### src/hw/rtl/pomppt_pkg.sv
// shared types and constants of the perturb-and-observe tracker
package pomppt_pkg;

   // configuration register indexes
   localparam logic [2:0] REG_STEP_SIZE      = 3'd0;
   localparam logic [2:0] REG_INITIAL_DUTY   = 3'd1;
   localparam logic [2:0] REG_DUTY_MAX       = 3'd2;
   localparam logic [2:0] REG_DUTY_MIN       = 3'd3;
   localparam logic [2:0] REG_DROP_THRESHOLD = 3'd4;

   localparam int CSR_INDEX_W = 3;
   localparam int CSR_DATA_W  = 32;

   // register values after reset
   localparam logic [15:0] STEP_SIZE_RST      = 16'd328;
   localparam logic [15:0] INITIAL_DUTY_RST   = 16'd32768;
   localparam logic [15:0] DUTY_MAX_RST       = 16'd51118;
   localparam logic [15:0] DUTY_MIN_RST       = 16'd33423;
   localparam logic [31:0] DROP_THRESHOLD_RST = 32'd131072;

   // signed working width of the duty arithmetic
   localparam int DUTY_CALC_W = 20;

   typedef struct packed {
      logic [15:0] voltage;
      logic [15:0] current;
      logic        restart;
   } req_type;

   typedef struct packed {
      logic [15:0] duty_command;
      logic [31:0] peak_power;
      logic [15:0] peak_duty;
      logic        direction;
   } rsp_type;

endpackage

### src/hw/rtl/pomppt_req_if.sv
// sample channel interface: valid, ready and one sample
interface pomppt_req_if;
   logic                 valid;
   logic                 ready;
   pomppt_pkg::req_type  data;

   modport source (output valid, output data, input ready);
   modport sink   (input valid, input data, output ready);
endinterface

### src/hw/rtl/pomppt_rsp_if.sv
// result channel interface: valid, ready and one result
interface pomppt_rsp_if;
   logic                 valid;
   logic                 ready;
   pomppt_pkg::rsp_type  data;

   modport source (output valid, output data, input ready);
   modport sink   (input valid, input data, output ready);
endinterface

### src/hw/rtl/perturb_observe_mppt_core.sv
// perturb-and-observe maximum power point tracker, top level
//
// req_ch carries one voltage and current sample (Q8.8) and a restart flag per
// transfer; rsp_ch returns one result per sample: the new duty (Q0.16), the
// peak power since restart (Q16.16), the duty at that peak and the direction.
// The csr_ port writes the five tuning registers; the user must do so only
// while the block idles; the block itself does not enforce this.
// Three stages: sample register, power product register, result register.
// Samples pass through them in order; one sample is taken every cycle while
// the receiver keeps up. The 16x16 product sits alone in the second stage;
// the tracker state updates as a result is loaded into the output register.
// Reset clears the pipeline, loads the register defaults, sets the direction
// to increasing and clears the duty, previous power and peak tracker.
// When the receiver stalls, the result holds and earlier stages keep filling
// until each holds a sample; then req_ch.ready drops.
module perturb_observe_mppt_core (
   input  logic                                clock,
   input  logic                                reset,
   pomppt_req_if.sink                          req_ch,
   pomppt_rsp_if.source                        rsp_ch,
   input  logic                                csr_we,
   input  logic [pomppt_pkg::CSR_INDEX_W-1:0]  csr_index,
   input  logic [pomppt_pkg::CSR_DATA_W-1:0]   csr_wdata
);

   localparam int W = pomppt_pkg::DUTY_CALC_W;

   // configuration registers
   logic [15:0] step_size_ff;
   logic [15:0] initial_duty_ff;
   logic [15:0] duty_max_ff;
   logic [15:0] duty_min_ff;
   logic [31:0] drop_threshold_ff;

   always_ff @(posedge clock) begin
      if (reset) begin
         step_size_ff      <= pomppt_pkg::STEP_SIZE_RST;
         initial_duty_ff   <= pomppt_pkg::INITIAL_DUTY_RST;
         duty_max_ff       <= pomppt_pkg::DUTY_MAX_RST;
         duty_min_ff       <= pomppt_pkg::DUTY_MIN_RST;
         drop_threshold_ff <= pomppt_pkg::DROP_THRESHOLD_RST;
      end else if (csr_we) begin
         unique case (csr_index)
            pomppt_pkg::REG_STEP_SIZE:      step_size_ff      <= csr_wdata[15:0];
            pomppt_pkg::REG_INITIAL_DUTY:   initial_duty_ff   <= csr_wdata[15:0];
            pomppt_pkg::REG_DUTY_MAX:       duty_max_ff       <= csr_wdata[15:0];
            pomppt_pkg::REG_DUTY_MIN:       duty_min_ff       <= csr_wdata[15:0];
            pomppt_pkg::REG_DROP_THRESHOLD: drop_threshold_ff <= csr_wdata;
            default: ;
         endcase
      end
   end

   // pipeline flow: a stage loads when empty or when it passes its item on
   logic s1_valid_ff, s2_valid_ff, rsp_valid_ff;
   logic s1_load, s2_load, s3_load;

   assign s3_load      = !rsp_valid_ff || rsp_ch.ready;
   assign s2_load      = !s2_valid_ff || s3_load;
   assign s1_load      = !s1_valid_ff || s2_load;
   assign req_ch.ready = s1_load;

   always_ff @(posedge clock) begin
      if (reset) begin
         s1_valid_ff  <= 1'b0;
         s2_valid_ff  <= 1'b0;
         rsp_valid_ff <= 1'b0;
      end else begin
         if (s1_load) s1_valid_ff  <= req_ch.valid;
         if (s2_load) s2_valid_ff  <= s1_valid_ff;
         if (s3_load) rsp_valid_ff <= s2_valid_ff;
      end
   end

   // sample register
   pomppt_pkg::req_type s1_data_ff;

   always_ff @(posedge clock) begin
      if (s1_load) s1_data_ff <= req_ch.data;
   end

   // power product register
   logic [31:0] s2_power_ff;
   logic        s2_restart_ff;

   always_ff @(posedge clock) begin
      if (s2_load) begin
         s2_power_ff   <= 32'(s1_data_ff.voltage * s1_data_ff.current);
         s2_restart_ff <= s1_data_ff.restart;
      end
   end

   // tracker state
   logic [31:0] prev_power_ff, prev_power_in;
   logic        going_up_ff, going_up_in;
   logic [15:0] duty_value_ff, duty_value_in;
   logic [31:0] best_power_ff, best_power_in;
   logic [15:0] best_duty_ff, best_duty_in;

   // restart view of duty and peak tracker
   logic [15:0] cur_duty;
   logic [31:0] base_power;
   logic [15:0] base_duty;
   logic signed [33:0] drop;
   logic signed [W-1:0] step_s, triple_s, duty_s, d_raw, d_hi, d_lo;

   always_comb begin
      cur_duty   = s2_restart_ff ? initial_duty_ff : duty_value_ff;
      base_power = s2_restart_ff ? 32'd0 : best_power_ff;
      base_duty  = s2_restart_ff ? 16'd0 : best_duty_ff;

      // direction flips when power fell by at least the threshold
      drop = signed'({2'b00, prev_power_ff}) - signed'({2'b00, s2_power_ff});
      going_up_in   = going_up_ff ^ (drop >= signed'({2'b00, drop_threshold_ff}));
      prev_power_in = s2_power_ff;

      // peak tracker keeps the duty in effect before this update
      if (s2_power_ff > base_power) begin
         best_power_in = s2_power_ff;
         best_duty_in  = cur_duty;
      end else begin
         best_power_in = base_power;
         best_duty_in  = base_duty;
      end

      // perturb, pull back inside the limits, then saturate
      step_s   = signed'(W'(step_size_ff));
      triple_s = signed'(W'({step_size_ff, 1'b0})) + step_s;
      duty_s   = signed'(W'(cur_duty));
      d_raw    = going_up_in ? (duty_s + step_s) : (duty_s - step_s);
      d_hi     = (d_raw > signed'(W'(duty_max_ff)))
                 ? (signed'(W'(duty_max_ff)) - triple_s) : d_raw;
      d_lo     = (d_hi < signed'(W'(duty_min_ff)))
                 ? (signed'(W'(duty_min_ff)) + triple_s) : d_hi;
      priority if (d_lo < 0)
         duty_value_in = 16'd0;
      else if (d_lo > signed'(W'(17'h0FFFF)))
         duty_value_in = 16'hFFFF;
      else
         duty_value_in = d_lo[15:0];
   end

   always_ff @(posedge clock) begin
      if (reset) begin
         prev_power_ff <= 32'd0;
         going_up_ff   <= 1'b1;
         duty_value_ff <= 16'd0;
         best_power_ff <= 32'd0;
         best_duty_ff  <= 16'd0;
      end else if (s3_load && s2_valid_ff) begin
         prev_power_ff <= prev_power_in;
         going_up_ff   <= going_up_in;
         duty_value_ff <= duty_value_in;
         best_power_ff <= best_power_in;
         best_duty_ff  <= best_duty_in;
      end
   end

   // result register
   pomppt_pkg::rsp_type rsp_data_ff;

   always_ff @(posedge clock) begin
      if (s3_load) begin
         rsp_data_ff.duty_command <= duty_value_in;
         rsp_data_ff.peak_power   <= best_power_in;
         rsp_data_ff.peak_duty    <= best_duty_in;
         rsp_data_ff.direction    <= going_up_in;
      end
   end

   assign rsp_ch.valid = rsp_valid_ff;
   assign rsp_ch.data  = rsp_data_ff;

endmodule
### src/flat_wrapper.sv
// flat-port wrapper written by rule: the top's interface ports become plain ports
module perturb_observe_mppt_core_flat 
  (clock, reset, csr_we, csr_index, csr_wdata, req_ch_valid, req_ch_data, req_ch_ready, rsp_ch_valid, rsp_ch_data, rsp_ch_ready);
  pomppt_req_if req_ch_i ();
  pomppt_rsp_if rsp_ch_i ();
  input  logic clock;
  input  logic reset;
  input  logic csr_we;
  input  logic [pomppt_pkg::CSR_INDEX_W-1:0] csr_index;
  input  logic [pomppt_pkg::CSR_DATA_W-1:0] csr_wdata;
  input wire logic [$bits(req_ch_i.valid)-1:0] req_ch_valid;
  input wire logic [$bits(req_ch_i.data)-1:0] req_ch_data;
  output wire logic [$bits(req_ch_i.ready)-1:0] req_ch_ready;
  output wire logic [$bits(rsp_ch_i.valid)-1:0] rsp_ch_valid;
  output wire logic [$bits(rsp_ch_i.data)-1:0] rsp_ch_data;
  input wire logic [$bits(rsp_ch_i.ready)-1:0] rsp_ch_ready;
  assign req_ch_i.valid = req_ch_valid;
  assign req_ch_i.data = req_ch_data;
  assign req_ch_ready = req_ch_i.ready;
  assign rsp_ch_valid = rsp_ch_i.valid;
  assign rsp_ch_data = rsp_ch_i.data;
  assign rsp_ch_i.ready = rsp_ch_ready;
  perturb_observe_mppt_core u_core (.clock(clock), .reset(reset), .req_ch(req_ch_i), .rsp_ch(rsp_ch_i), .csr_we(csr_we), .csr_index(csr_index), .csr_wdata(csr_wdata));
endmodule
### config.mk
export PLATFORM = sky130hd
export DESIGN_NAME = perturb_observe_mppt_core_flat
export DESIGN_NICKNAME = d
export VERILOG_FILES = /design/src/hw/rtl/pomppt_pkg.sv /design/src/hw/rtl/pomppt_req_if.sv /design/src/hw/rtl/pomppt_rsp_if.sv /design/src/hw/rtl/perturb_observe_mppt_core.sv /design/src/flat_wrapper.sv
export SDC_FILE = /design/constraint.sdc
export NUM_CORES = 2
export LEC_CHECK = 0
export ABC_AREA = 1
export BUFFER_PORTS_ARGS = -buffer_cell sky130_fd_sc_hd__buf_4
export CORE_MARGIN = 2
export CORE_UTILIZATION = 60
export DETAILED_ROUTE_END_ITERATION = 10
export PLACE_DENSITY = 0.86
export SYNTH_ARGS = -nofsm -noshare
export SYNTH_HDL_FRONTEND = slang
export SYNTH_SLANG_ARGS = --single-unit
### constraint.sdc
create_clock -name clock -period 10.8 [get_ports clock]
set_input_delay 0.54 -clock clock [delete_from_list [all_inputs] [get_ports clock]]
set_output_delay 0.54 -clock clock [all_outputs]
set_load 0.01 [all_outputs]
**Yosys cells after proc, flatten, opt, wreduce, memory -nomap -nowiden**

Cells that the tools add are included.

- Flip-flop bits (word level): 327
- Input port bits: 73
- Output and inout port bits: 67
- Logic and storage cells: 63

- Add/sub/neg operators: 6
- $mul: 1
- Magnitude comparators: 6
- Equality and inequality tests: 4
- Multiplexer cells: 10
- Bitwise operators: 1
- Reduce and logical (&&, ||, !) cells: 13

Operators with widths:

| cell | count |
|---|---|
| two-way mux 16 bit | 5 |
| two-way mux 32 bit | 2 |
| two-way mux 20 bit | 3 |
| >= comparator 34 x 33 -> 1 bit | 1 |
| subtractor 32 x 32 -> 33 bit | 1 |
| > comparator 32 bit | 1 |
| multiplier 16 x 16 -> 32 bit | 1 |
| adder 17 x 20 -> 20 bit | 1 |
| > comparator 20 x 17 -> 1 bit | 1 |
| > comparator 20 x 17 -> 1 bit (second input constant) | 1 |
| < comparator 20 x 1 -> 1 bit (second input constant) | 1 |
| < comparator 20 x 17 -> 1 bit | 1 |
| subtractor 17 x 20 -> 20 bit | 1 |
| adder 17 x 16 -> 18 bit | 1 |
| adder 16 x 16 -> 17 bit | 1 |
| subtractor 16 x 16 -> 17 bit | 1 |
| AND reduction 2 bit | 5 |
| equality test 3 x 2 -> 1 bit (second input constant) | 2 |
| equality test 3 x 1 -> 1 bit (second input constant) | 1 |
| equality test 3 bit (second input constant) | 1 |
| zero test 1 bit | 3 |
| zero test 3 bit | 1 |
| logical OR 1 bit | 3 |
| logical AND 1 bit | 1 |
| bitwise XOR 1 bit | 1 |

**Longest topological paths before layout**

- Depth in word-level cells: 11
- Gate-level depth with buffers: 66
- Gate-level depth less buffers: 63

**Worst setup path before layout**

OpenSTA, ideal clock, no wires.

- Kind: flip-flop to flip-flop
- Start: reg u_core.s2_power_ff[0] (netlist: u_core.prev_power_in[0])
- End: reg u_core.rsp_data_ff (netlist bit u_core.rsp_ch.data[51]), data pin
- Setup time: 0.256 ns
- Arrival: 7.679 ns
- Data required time: 10.544 ns
- Slack: 2.865 ns
- Cell stages (with the launch flop): 56
- Buffers on the path: 4
- Cells stage by stage: edfxtp_1 > ha_1 > fa_1 > nand3b_1 > nand2_1 > a21oi_2 > o21ai_2 > nand2_2 > nand2_4 > nand3_1 > nand2_1 > a21boi_0 > o21ai_0 > a31oi_1 > o21ai_0 > xor2_1 > ha_1 > nand2_1 > (+20 left out) > nand2_4 > buf_6 > or2_4 > nand2_1 > ha_1 > a21oi_1 > nor2_1 > a2111oi_0 > o211ai_1 > a21oi_1 > ha_1 > clkbuf_1 > clkinv_1 > nand2_1 > nand3b_1 > nand2_2 > buf_2 > nand2_1

- Cells in the longest elaborated chain, start to end: 11

Ends and longest elaborated chain:

| item | RTL line | RTL |
|---|---|---|
| start: declaration | perturb_observe_mppt_core.sv:83 | `logic [31:0] s2_power_ff;` |
| start signal: assignment | perturb_observe_mppt_core.sv:88 | `s2_power_ff <= 32'(s1_data_ff.voltage * s1_data_ff.current);` |
| subtractor 32 x 32 -> 33 bit * | perturb_observe_mppt_core.sv:113 | `drop = signed'({2'b00, prev_power_ff}) - signed'({2'b00, s2_power_ff});` |
| >= comparator 34 x 33 -> 1 bit * | perturb_observe_mppt_core.sv:114 | `going_up_in = going_up_ff ^ (drop >= signed'({2'b00, drop_threshold_ff}));` |
| bitwise XOR 1 bit * | perturb_observe_mppt_core.sv:114 |  |
| two-way mux 20 bit * | perturb_observe_mppt_core.sv:130 | `d_raw = going_up_in ? (duty_s + step_s) : (duty_s - step_s);` |
| > comparator 20 x 17 -> 1 bit | perturb_observe_mppt_core.sv:131 | `d_hi = (d_raw > signed'(W'(duty_max_ff)))` |
| two-way mux 20 bit * | perturb_observe_mppt_core.sv:132 | `? (signed'(W'(duty_max_ff)) - triple_s) : d_raw;` |
| < comparator 20 x 17 -> 1 bit | perturb_observe_mppt_core.sv:133 | `d_lo = (d_hi < signed'(W'(duty_min_ff)))` |
| two-way mux 20 bit * | perturb_observe_mppt_core.sv:134 | `? (signed'(W'(duty_min_ff)) + triple_s) : d_hi;` |
| > comparator 20 x 17 -> 1 bit | perturb_observe_mppt_core.sv:137 | `else if (d_lo > signed'(W'(17'h0FFFF)))` |
| two-way mux 16 bit | perturb_observe_mppt_core.sv:137 |  |
| two-way mux 16 bit * | perturb_observe_mppt_core.sv:135 | `priority if (d_lo < 0)` |
| named net u_core.duty_value_in[2] | perturb_observe_mppt_core.sv:96 | `logic [15:0] duty_value_ff, duty_value_in;` |
| end: declaration | perturb_observe_mppt_core.sv:160 | `pomppt_pkg::rsp_type rsp_data_ff;` |

Mark *: on every way through the listed nets, which the timed path passes. The rest lies on a longest branch.
A chain may end at the register's enable or synchronous reset.

**Final worst setup path**

- Start: reg u_core.s2_power_ff[2] (netlist: u_core.prev_power_in[2])
- End: reg u_core.duty_value_ff[5]

- Cells in the longest elaborated chain, start to end: 11

Ends and longest elaborated chain:

| item | RTL line | RTL |
|---|---|---|
| subtractor 32 x 32 -> 33 bit * | perturb_observe_mppt_core.sv:113 |  |
| >= comparator 34 x 33 -> 1 bit * | perturb_observe_mppt_core.sv:114 |  |
| bitwise XOR 1 bit * | perturb_observe_mppt_core.sv:114 |  |
| two-way mux 20 bit * | perturb_observe_mppt_core.sv:130 |  |
| > comparator 20 x 17 -> 1 bit | perturb_observe_mppt_core.sv:131 |  |
| two-way mux 20 bit * | perturb_observe_mppt_core.sv:132 |  |
| < comparator 20 x 17 -> 1 bit | perturb_observe_mppt_core.sv:133 |  |
| two-way mux 20 bit * | perturb_observe_mppt_core.sv:134 |  |
| > comparator 20 x 17 -> 1 bit | perturb_observe_mppt_core.sv:137 |  |
| two-way mux 16 bit | perturb_observe_mppt_core.sv:137 |  |
| two-way mux 16 bit * | perturb_observe_mppt_core.sv:135 |  |
| end signal: assignment | perturb_observe_mppt_core.sv:153 | `duty_value_ff <= duty_value_in;` |
| end: declaration | perturb_observe_mppt_core.sv:96 |  |

Mark *: on every way between the ends. The rest lies on a longest branch, timed or not.

==> impl_metrics.ini <==
[yosys]
synthesis.nets = 4194
avgSynthCellArea_um2 = 7.86
ys_types = 55
synth-main-ff-cell = dfxtp_1
netlist_instances = 3609
synth_edf_count = 131
yosys_warnings = 0
syn_area_mm2 = 0.0284
ys_ff_latch = 327
seq_area_frac_synth_pct = 27.7
synth-async-reset-ratio_pct = 0

[detailed_routing]
via_count = 24100
dr_wl_met3_mm = 5.43
via_per_inst = 5.62
first_iter_violations = 2072
wl_met1_mm = 28.9
wl_mm = 76.1
top_layer = met4
met2RoutedLength_mm = 36.6
ant_nets = 0
wl_per_cell_um = 17.7
drtPass1Iterations = 6
drc = 0

[critical_path]
ff2ff_path_depth = 61
cp-end-kind = flip-flop
cp_slowest_stage_delay_ns = 0.48
crit_fanout = 32
worst_path_max_delay_cell = nand2_2
required_ns = 11.29
cp_common_cell = nand2_1
start_kind = flip-flop
arrival_ns = 10.06
r2r_slack_ns = 1.22
worst-setup-path-type = reg -> reg

[cts]
cts_max_level = 2
cts_buffer_depth = 3
cts_root_buf = clkbuf_16
cts_tree = done
clkTransAtPathRegs_ns = 0.06
clkLatencyLatePin_ns = 0.59
cts.sinks = 327
numCtsBuffers = 39

[floorplanning]
dieArea_mm2 = 0.0490
initial_core_util_pct = 60.9
io_pins = 140
die_y_um = 221
coreArea_mm2 = 0.0466
rows = 79
die_x_um = 221

[status]
status = finished, final reports clean

[placement]
hpwl_mm = 58.2
place_congestion = 1.02
place_ws_ns = 1.14
numPortBuffers = 139

[sta]
tns_ns = 0
setup_viol = 0
finalHoldViolations = 0
worst_pin_slew_ns = 1.22
post-route-period-util_pct = 88.7
period_needed_ns = 9.58
max_freq_mhz = 104
rsz0062_at_grt = false
maxSlewViolCount = 0
slew_headroom_pct = 18.3
finalClockSkew_ns = 0.0346
setup_ws_ns = 1.22

[min_path]
hold_depth = 1
hp-class = in -> reg

[grt]
grt_start_max_net_pins = 112
globalRouteTotalUtil_pct = 31.0
grt_pass1_vias = 23600
grt_pass1_wl_mm = 122
antenna_found_initial = 0
gr-total-overflow = 0

[pwr]
peakVddDrop_uv = 271
powerDensity_mw_per_mm2 = 278
power_mw = 8.59
leakage_nw = 16.1

[run]
cap_violations = 0

[cells_and_area]
layout-drive-gt1-share_pct = 7.58
final_nets = 4235
antenna_cells = 0
area_delta_synth_final_pct = 9.07
-- cells by family (layout without fill, tap and decap cells) --
logic type / after synthesis / in the layout / synth area share (%)
compound gates: 720 / 720 / 13.8
xor+xnor: 108 / 108 / 3.40
flops: 327 / 327 / 27.7
simple gates: 1097 / 1097 / 15.8
buf+inv: 845 / 917 / 11.3
fa+ha+maj: 512 / 512 / 27.9
-- metal layers --
| metal | up-vias | track usage, % |
|---|---|---|
| met5 | - | 0 |
| met4 | 0 | 18.1 |
| met3 | 249 | 5.02 |
| met2 | 973 | 53.4 |
| met1 | 11300 | 36.7 |
| li1 | 11600 | - |
-- cells in the final DEF, fill, tap and decap left out, types with 24 or more instances in the layout --
cell type    n
nand2_1    726
inv_1      679
ha_1       312
a21oi_1    308
o21ai_0    279
nor2_1     201
fa_1       200
dfxtp_1    196
buf_4      157
edfxtp_1   131
xor2_1      83
nand3_1     79
clkbuf_16   40
xnor2_1     24
-- per-stage QoR --
step | area (µm²) | hold slack [ns] | cells | utilization (%)
finish | 30900 | 0.145 | 4288 | 66.4
global route | 30900 | 0.132 | 4288 | 66.4
CTS | 30900 | 0.122 | 4284 | 66.4
detailed placement | 29700 | 0.431 | 4212 | 63.7
global placement | 29700 | 0.426 | 4212 | 63.7
floorplan | 28400 | 0.400 | 3609 | -
-- registers in the layout (all words and copies together) (netlist names) --
register / count
u_core.rsp_ch.data: 65
u_core.s1_data_ff: 33
u_core.best_power_ff: 32
u_core.drop_threshold_ff: 32
u_core.prev_power_ff: 32
u_core.prev_power_in: 32
u_core.best_duty_ff: 16
u_core.duty_max_ff: 16
u_core.duty_min_ff: 16
u_core.duty_value_ff: 16
u_core.initial_duty_ff: 16
u_core.step_size_ff: 16
u_core.going_up_ff: 1
u_core.rsp_ch.valid: 1
u_core.s1_valid_ff: 1
u_core.s2_restart_ff: 1
u_core.s2_valid_ff: 1
-- report_power, final --
group,switching (mW),internal [mW]
Sequential,0.178,1.75
Combinational,3.32,2.06
Clock,0.552,0.732
-- critical path, delay by kind of cell, from the launching register on --
kind	cells	cell delay, ns
buffers and inverters	9	1.03
adders and majority gates	5	1.59
xor gates and xnor gates	1	0.08
AOI/OAI and AO/OA	13	2.45
and+or+nand+nor	33	3.94
DFF	1	0.38
-- final cells by class --
cell class,instances,area [µm²]
multi-input cells,2437,17300
fillers,3721,15600
flip-flops and latches,327,7860
inverters,688,2590
repair buffers,157,1180
clock buffers,50,1070
well taps,607,759
clock inverters,22,173
-- final timing paths --
| path | to | from |
|---|---|---|
| max | u_core.duty_value_ff[5] | u_core.prev_power_in[2] |
| min | u_core.s1_data_ff[0] | req_ch_data[0] |
| max reg2reg | u_core.duty_value_ff[5] | u_core.prev_power_in[2] |
| min reg2reg | u_core.s2_restart_ff | u_core.s1_data_ff[0] |
-- repair_timing --
action | CTS | global route
hold endpoints to repair | 0 | 0
setup buffers | 0 | 4
hold buffers | 0 | 0
resized for setup | 0 | 1
setup endpoints to repair | 0 | 32
-- synthesized netlist by cell type (7+ instances only) --
master / count / area, µm²
o21a_1: 7 / 52.6
buf_2: 7 / 35.0
a21o_1: 9 / 67.6
ha_1: 312 / 3900
dfxtp_1: 196 / 3920
nand4_1: 23 / 144
inv_1: 681 / 2560
o21bai_1: 12 / 90.1
o21ai_0: 279 / 1400
o21ai_1: 16 / 80.1
xor2_1: 83 / 727
xnor2_1: 24 / 210
or2_2: 9 / 56.3
a21oi_1: 308 / 1540
nor2_1: 201 / 754
o31ai_1: 18 / 135
nand2_1: 728 / 2730
fa_1: 200 / 4000
a31oi_1: 9 / 56.3
nand2_2: 8 / 50.1
clkbuf_1: 139 / 522
nor3_1: 18 / 90.1
nand3_2: 10 / 100
o211ai_1: 22 / 165
edfxtp_1: 131 / 3930
a211oi_1: 7 / 52.6
nand3_1: 80 / 400
(Power assumes the default switching activity.)
